===== src/rtl/assert_macros.svh =====
// assertion macros for the datagram framer
// expects signals clk and arst_n in the scope that uses them
`ifndef ASSERT_MACROS_SVH
`define ASSERT_MACROS_SVH

// same-cycle implication
`define ASSERT_IMPLIES(lbl, ante, cons, msg) \
	lbl: assert property (@(posedge clk) disable iff (!arst_n) (ante) |-> (cons)) \
		else $error(msg);

// next-cycle implication
`define ASSERT_NEXT(lbl, ante, cons, msg) \
	lbl: assert property (@(posedge clk) disable iff (!arst_n) (ante) |=> (cons)) \
		else $error(msg);

`endif


===== src/rtl/uwdf_pkg.sv =====
// types, constants and crc step for the register write datagram framer
// no dependencies
package uwdf_pkg;

	localparam logic [7:0] SYNC_BYTE   = 8'h05;
	localparam logic [7:0] WRITE_FLAG  = 8'h80;
	localparam logic [7:0] CRC_POLY    = 8'h07;
	localparam int         FRAME_BYTES = 8;
	localparam int         BODY_BITS   = (FRAME_BYTES - 1) * 8;
	localparam logic [2:0] CRC_SLOT    = 3'(FRAME_BYTES - 1);

	typedef struct packed {
		logic [6:0]  reg_addr;
		logic [31:0] write_data;
	} in_item_t;

	typedef struct packed {
		logic [7:0] tx_byte;
		logic       last_byte;
	} out_item_t;

	// handshake between serializer and output stage
	typedef struct packed {
		logic      valid;
		out_item_t data;
	} byte_stream_t;

	// one byte into the crc, lsb first, register shifts left
	function automatic logic [7:0] crc_feed(input logic [7:0] crc, input logic [7:0] b);
		logic [7:0] c;
		logic       top;
		c = crc;
		for (int k = 0; k < 8; k++) begin
			top = c[7];
			c = {c[6:0], 1'b0};
			if (top ^ b[k]) begin
				c = c ^ CRC_POLY;
			end
		end
		return c;
	endfunction

endpackage


===== src/rtl/uwdf_serializer.sv =====
// frame shift register, byte counter and running crc
// depends on uwdf_pkg
module uwdf_serializer import uwdf_pkg::*; (
	input  logic                 clk,
	input  logic                 arst_n,
	input  logic                 load_valid,
	output logic                 load_ready,
	input  logic [BODY_BITS-1:0] load_body,
	output byte_stream_t         stream,
	input  logic                 stream_ready
);

	logic                 busy_q;
	logic [2:0]           cnt_q;
	logic [BODY_BITS-1:0] shift_q;
	logic [7:0]           crc_q;
	logic                 at_crc;
	logic                 fire;
	logic                 load;

	assign at_crc     = (cnt_q == CRC_SLOT);
	assign fire       = busy_q && stream_ready;
	// a new frame may load while the crc byte leaves
	assign load_ready = !busy_q || (at_crc && stream_ready);
	assign load       = load_valid && load_ready;

	assign stream.valid          = busy_q;
	assign stream.data.tx_byte   = at_crc ? crc_q : shift_q[BODY_BITS-1 -: 8];
	assign stream.data.last_byte = at_crc;

	always_ff @(posedge clk or negedge arst_n) begin
		if (!arst_n) begin
			busy_q <= 1'b0;
			cnt_q  <= '0;
		end else if (load) begin
			busy_q <= 1'b1;
			cnt_q  <= '0;
		end else if (fire) begin
			if (at_crc) begin
				busy_q <= 1'b0;
			end
			cnt_q <= cnt_q + 3'd1;
		end
	end

	always_ff @(posedge clk) begin
		if (load) begin
			shift_q <= load_body;
			crc_q   <= '0;
		end else if (fire && !at_crc) begin
			shift_q <= {shift_q[BODY_BITS-9:0], 8'h00};
			crc_q   <= crc_feed(crc_q, shift_q[BODY_BITS-1 -: 8]);
		end
	end

endmodule


===== src/rtl/uwdf_out_stage.sv =====
// single-entry output register between serializer and consumer
// depends on uwdf_pkg
module uwdf_out_stage import uwdf_pkg::*; (
	input  logic         clk,
	input  logic         arst_n,
	input  byte_stream_t up,
	output logic         up_ready,
	output logic         out_valid,
	input  logic         out_ready,
	output out_item_t    out_data
);

	logic      valid_q;
	out_item_t data_q;

	assign up_ready  = !valid_q || out_ready;
	assign out_valid = valid_q;
	assign out_data  = data_q;

	always_ff @(posedge clk or negedge arst_n) begin
		if (!arst_n) begin
			valid_q <= 1'b0;
		end else if (up_ready) begin
			valid_q <= up.valid;
		end
	end

	always_ff @(posedge clk) begin
		if (up_ready && up.valid) begin
			data_q <= up.data;
		end
	end

endmodule


===== src/rtl/uwdf_top_placeholder_unused.sv =====
// frame builder: packs the seven body bytes of one write datagram
// depends on uwdf_pkg
module uwdf_frame_build import uwdf_pkg::*; (
	input  logic [7:0]           node_address,
	input  in_item_t             item,
	output logic [BODY_BITS-1:0] body
);

	// sync, node, write flag with address, data msb first
	assign body = {SYNC_BYTE, node_address, WRITE_FLAG | {1'b0, item.reg_addr},
		item.write_data};

endmodule


===== src/rtl/uart_write_datagram_crc8_framer.sv =====
// top level of the register write datagram framer
// depends on uwdf_pkg, uwdf_frame_build, uwdf_serializer, uwdf_out_stage, assert_macros.svh
//
// channel   direction  handshake                payload
// in        input      in_valid / in_ready      in_data    (reg_addr, write_data)
// out       output     out_valid / out_ready    out_data   (tx_byte, last_byte)
// cfg       input      cfg_valid / cfg_ready    cfg_data   (node_address)
//
// each request gives eight bytes, one per cycle while out is not stalled;
// the serializer's byte counter steps through them, and the next request
// loads in the cycle the crc byte leaves. results pass from the serializer
// registers through the output register. reset clears the node address to
// zero and empties the pipeline. a stall on out holds the output register
// and freezes the serializer; cfg_ready is always high.
`include "assert_macros.svh"

module uart_write_datagram_crc8_framer import uwdf_pkg::*; (
	input  logic       clk,
	input  logic       arst_n,
	input  logic       in_valid,
	output logic       in_ready,
	input  in_item_t   in_data,
	output logic       out_valid,
	input  logic       out_ready,
	output out_item_t  out_data,
	input  logic       cfg_valid,
	output logic       cfg_ready,
	input  logic [7:0] cfg_data
);

	logic [7:0]           node_address_q;
	logic [BODY_BITS-1:0] body;
	byte_stream_t         ser_stream;
	logic                 ser_ready;

	assign cfg_ready = 1'b1;

	always_ff @(posedge clk or negedge arst_n) begin
		if (!arst_n) begin
			node_address_q <= '0;
		end else if (cfg_valid) begin
			node_address_q <= cfg_data;
		end
	end

	uwdf_frame_build u_build (
		.node_address (node_address_q),
		.item         (in_data),
		.body         (body)
	);

	uwdf_serializer u_ser (
		.clk          (clk),
		.arst_n       (arst_n),
		.load_valid   (in_valid),
		.load_ready   (in_ready),
		.load_body    (body),
		.stream       (ser_stream),
		.stream_ready (ser_ready)
	);

	uwdf_out_stage u_out (
		.clk       (clk),
		.arst_n    (arst_n),
		.up        (ser_stream),
		.up_ready  (ser_ready),
		.out_valid (out_valid),
		.out_ready (out_ready),
		.out_data  (out_data)
	);

	`ASSERT_NEXT(a_sync_first, in_valid && in_ready,
		ser_stream.valid && ser_stream.data.tx_byte == SYNC_BYTE && !ser_stream.data.last_byte,
		"accepted transaction did not start with the sync byte")

	`ASSERT_IMPLIES(a_stall_only_busy, !in_ready, ser_stream.valid,
		"input stalled while the serializer is idle")

	`ASSERT_NEXT(a_idle_after_last,
		ser_stream.valid && ser_ready && ser_stream.data.last_byte && !(in_valid && in_ready),
		!ser_stream.valid, "serializer still busy after the crc byte left")

endmodule

===== config.mk =====
export PLATFORM = sky130hd
export DESIGN_NAME = uart_write_datagram_crc8_framer
export DESIGN_NICKNAME = d
export VERILOG_FILES = /design/src/rtl/uwdf_pkg.sv /design/src/rtl/uwdf_serializer.sv /design/src/rtl/uwdf_out_stage.sv /design/src/rtl/uwdf_top_placeholder_unused.sv /design/src/rtl/uart_write_datagram_crc8_framer.sv
export VERILOG_INCLUDE_DIRS = /design/src /design/src/rtl
export SDC_FILE = /design/constraint.sdc
export NUM_CORES = 1
export LEC_CHECK = 0
export BUFFER_PORTS_ARGS = -buffer_cell sky130_fd_sc_hd__buf_2
export CAP_MARGIN = 20
export CELL_PAD_IN_SITES_DETAIL_PLACEMENT = 0
export CELL_PAD_IN_SITES_GLOBAL_PLACEMENT = 1
export CORE_ASPECT_RATIO = 0.6
export CORE_UTILIZATION = 49
export CTS_CLUSTER_DIAMETER = 50
export DETAILED_ROUTE_END_ITERATION = 8
export PLACE_DENSITY_LB_ADDON = 0.12
export SYNTH_ARGS = -nofsm -noshare
export SYNTH_HDL_FRONTEND = slang
export SYNTH_SLANG_ARGS = --single-unit

===== constraint.sdc =====
create_clock -name clk -period 8.2 [get_ports clk]
set_clock_uncertainty 0.05 [all_clocks]
set_input_delay 1.64 -clock clk [delete_from_list [all_inputs] [get_ports clk]]
set_output_delay 1.64 -clock clk [all_outputs]
set_load 0.02 [all_outputs]

==> metrics.log <==
INFO  metric critPathSlowestCell = o21ai_0
INFO  metric placedCellCount = 415
INFO  metric synthesized_netlist_cell_count = 266
INFO  metric path_buf_inv = 2
INFO  metric slew-limit-headroom = 0.3476
INFO  metric die_area = 0.007872 mm2
INFO  metric synthesis.area = 0.003680 mm2
INFO  metric synthesized_netlist_net_count = 320
INFO  metric antenna_cells_inserted = 0
INFO  metric cp.required = 6.51 ns
INFO  metric critical_setup_path_class = input pin to output pin
INFO  metric routedWlPerCell = 15.73 um
INFO  metric cts-root-to-sink-buffers = 2
INFO  metric timing_hold_violations_final = 0
INFO  metric grt_start_max_net_pins = 56
INFO  metric post-cts-setup-buffers = 0
INFO  metric vias = 2212
INFO  metric fp.dieH = 69.13 um
INFO  metric crit_family = compound AO/OA/AOI/OAI gates
INFO  metric cts_tree = yes
INFO  metric holdCritStartpoint = u_ser.shift_q[45]
INFO  metric post_drt_via_cell_ratio = 5.109
INFO  metric drt_drc = 0
INFO  metric min_delay_worst_endpoint = u_ser.shift_q[53]
INFO  metric initial_core_util = 0.5064
INFO  metric min_delay_path_depth = 2
INFO  metric max_cap_violations = 0
INFO  metric drt-pass1-iter-count = 4
INFO  metric grt_util_all_layers = 0.1834
INFO  metric timing.critical_path.arrival = 3.06 ns
INFO  metric synth-warning-count = 0
INFO  metric timing.final.max_slew_violations = 0
INFO  metric reg2reg_from = u_ser.cnt_q[0]
INFO  metric drt_first_iter_violations = 133
INFO  metric layoutNonFillerInstCount = 433
INFO  metric leakage_power = 1.822 nW
INFO  metric m1WireLength = 3.450 mm
INFO  metric cts_resized = 0
INFO  metric cts_sinks = 86
INFO  metric port_buffers = 62
INFO  metric syn_to_final_growth = 19.21%
INFO  metric crit_chain = buf_2, and2b_1, o21ai_0, buf_2
INFO  metric clk-insertion-delay-late = 0.33 ns
INFO  metric timing.critical_path.fanout_max = 12
INFO  metric core_area = 0.007267 mm2
INFO  metric cts-buffers-inserted = 9
INFO  metric gp_congestion = 0.7698
INFO  metric ir_drop = 182.9 uV
INFO  metric reg2regPathDepth = 7
INFO  metric setup_repair_after_global_routing_missed_its_margin = false
INFO  metric rows = 24
INFO  metric route.final.wire_length = 6.813 mm
INFO  metric post-synth-top-area-fraction = 0.4570
INFO  metric rrSetupSlack = 4.95 ns
INFO  metric cts_h_tree_depth = 3
INFO  metric run_status = finished clean
INFO  metric achievable-frequency = 210.6 MHz
INFO  metric synth_seq_area_share = 0.6379
INFO  metric max_stage_delay = 0.78 ns
INFO  metric cp-startpoint = out_ready
INFO  metric gr-total-overflow = 0
INFO  metric clkTransAtPathRegs = 0.06 ns
INFO  metric yosys_register_bits = 86
INFO  metric grt_antenna_before_repair = 0
INFO  metric hold_class = flop to flop
INFO  metric cts_hold_buffers = 0
INFO  metric postRouteAntennaNets = 0
INFO  metric detailroute.wirelength.met2 = 2.879 mm
INFO  metric grt_first_pass_wirelength = 10.58 mm
INFO  metric post_layout_min_period = 4.747 ns
INFO  metric grt_pass1_vias = 2102
INFO  metric ys_top_cells_by_area = edfxtp_1 (46%), a22o_1 (9.3%), dfxtp_1 (9.2%)
INFO  metric final_core_utilization = 0.6037
INFO  metric power-per-cell-area = 393.5 mW/mm2
INFO  metric route.met3.wl = 405 um
INFO  metric top_level_port_count = 64
INFO  metric die_w = 113.9 um
INFO  metric final_min_period_over_clock_period = 0.5789
INFO  metric cts_root_buf = clkbuf_16
INFO  metric nets = 378
INFO  metric setup_violations = 0
INFO  metric worst-slew-pin-transition = 0.9683 ns
INFO  metric timing.critical_path.to_type = output pin
INFO  metric topRoutingLayerUsed = met4
INFO  metric timing.setup.tns = 0 ns
INFO  metric synthDistinctLibCells = 32
INFO  metric final_layout_size_suffix_gt1_frac = 0.3040
INFO  metric worst_setup_path_start_kind = input pin
INFO  metric post_synth.cell_area_avg = 13.83 um2
INFO  metric regToRegEndpoint = u_ser.shift_q[46]
INFO  metric dp.final_hpwl = 4.437 mm
INFO  metric crit_top_cell = buf_2
INFO  metric area_leader_netlist = edfxtp_1
-- routing by layer --
metal | global-route usage | up-vias
li1 | - | 1111
met1 | 0.2626 | 1038
met2 | 0.2520 | 56
met3 | 0.07564 | 7
met4 | 0.06061 | 0
met5 | 0 | -
-- placed cells by master (no fill, tap or decap), drive strengths merged, types with 2 or more instances in the layout --
cell type / netlist / layout
a21oi: 5 / 5
nand2: 22 / 22
dfxtp: 17 / 17
mux2i: 2 / 2
xnor3: 4 / 4
nor2: 8 / 8
a22o: 39 / 39
xor2: 3 / 3
clkinv: 0 / 4
o21ai: 7 / 7
buf: 11 / 65
clkbuf: 7 / 11
o22ai: 4 / 4
o31ai: 2 / 2
nand3: 4 / 4
edfxtp: 56 / 56
xnor2: 15 / 15
nor3: 5 / 5
ha: 2 / 2
nand2b: 4 / 4
dfrtp: 13 / 13
and3: 9 / 9
inv: 4 / 4
mux2: 16 / 16
-- layout make-up --
class / instances / area (um2)
repair buffers: 65 / 357.8
clock buffers: 11 / 242.7
flip-flops and latches: 86 / 2347
clock inverters: 5 / 48.80
multi-input cells: 158 / 1245
well taps: 104 / 130.1
fillers: 617 / 2880
inverters: 4 / 15.01
-- cells by family after synthesis --
group / synth area share
flip-flops: 0.6379
AO/OA/AOI/OAI: 0.1248
AND/OR/NAND/NOR: 0.07038
XOR/XNOR: 0.07787
buffers and inverters: 0.02686
multiplexers: 0.05440
adder cells (fa/ha/maj): 0.006799
other: 0.001019
-- how the worst max path moves through the flow --
stage,to,slack (ns),depth (start not counted)
after floorplan,in_ready,4.08,3
after global placement,in_ready,3.56,4
after detailed placement,in_ready,3.48,4
after CTS,in_ready,3.47,4
after global routing,in_ready,3.28,4
final,in_ready,3.45,4
-- worst register-to-register path, stage by stage, from the launching register on --
cell,delay [ns]
dfrtp_1,0.36
ha_1,0.16
ha_1,0.47
inv_1,0.11
o21ai_0,0.79
nand2_1,0.38
nand2_2,0.32
buf_12,0.28
-- power breakdown --
part,internal (mW),switching (mW)
sequential,0.638,0.0826
clock,0.242,0.155
combinational,0.328,0.281
total,1.21,0.519
-- registers in the layout (all words and copies together), names as in the netlist --
| name | count |
|---|---|
| u_ser.shift_q | 56 |
| u_ser.crc_q | 8 |
| u_ser.cnt_q | 3 |
| u_ser.busy_q | 1 |
| u_out.out_valid | 1 |
| node_address_q | 8 |
| u_out.out_data | 9 |
-- metrics by stage --
step | total power [mW] | setup slack, ns | cell area, um2 | hold slack [ns]
finish | 1.726 | 3.453 | 4387 | 0.3984
global route | 1.822 | 3.277 | 4387 | 0.4233
CTS | 1.732 | 3.470 | 4347 | 0.4041
detailed placement | 1.332 | 3.477 | 4055 | 0.3888
global placement | 1.318 | 3.558 | 4055 | 0.3775
floorplan | 1.207 | 4.076 | 3680 | 0.3678
-- synthesized netlist by cell type (all sizes together) --
| cell type | n |
|---|---|
| dfrtp | 13 |
| xor3 | 1 |
| nor3 | 5 |
| o211ai | 1 |
| or3 | 1 |
| xnor2 | 15 |
| o21ai | 7 |
| dfxtp | 17 |
| buf | 11 |
| nand2 | 22 |
| nor2 | 8 |
| inv | 4 |
| a21oi | 5 |
| and2b | 1 |
| nand2b | 4 |
| edfxtp | 56 |
| mux2i | 2 |
| o31ai | 2 |
| ha | 2 |
| a311o | 1 |
| o22ai | 4 |
| and2 | 1 |
| and3 | 9 |
| mux2 | 16 |
| conb | 1 |
| xor2 | 3 |
| clkbuf | 7 |
| a22o | 39 |
| nand3 | 4 |
| xnor3 | 4 |
No activity file was read; power rests on OpenSTA's default activity.
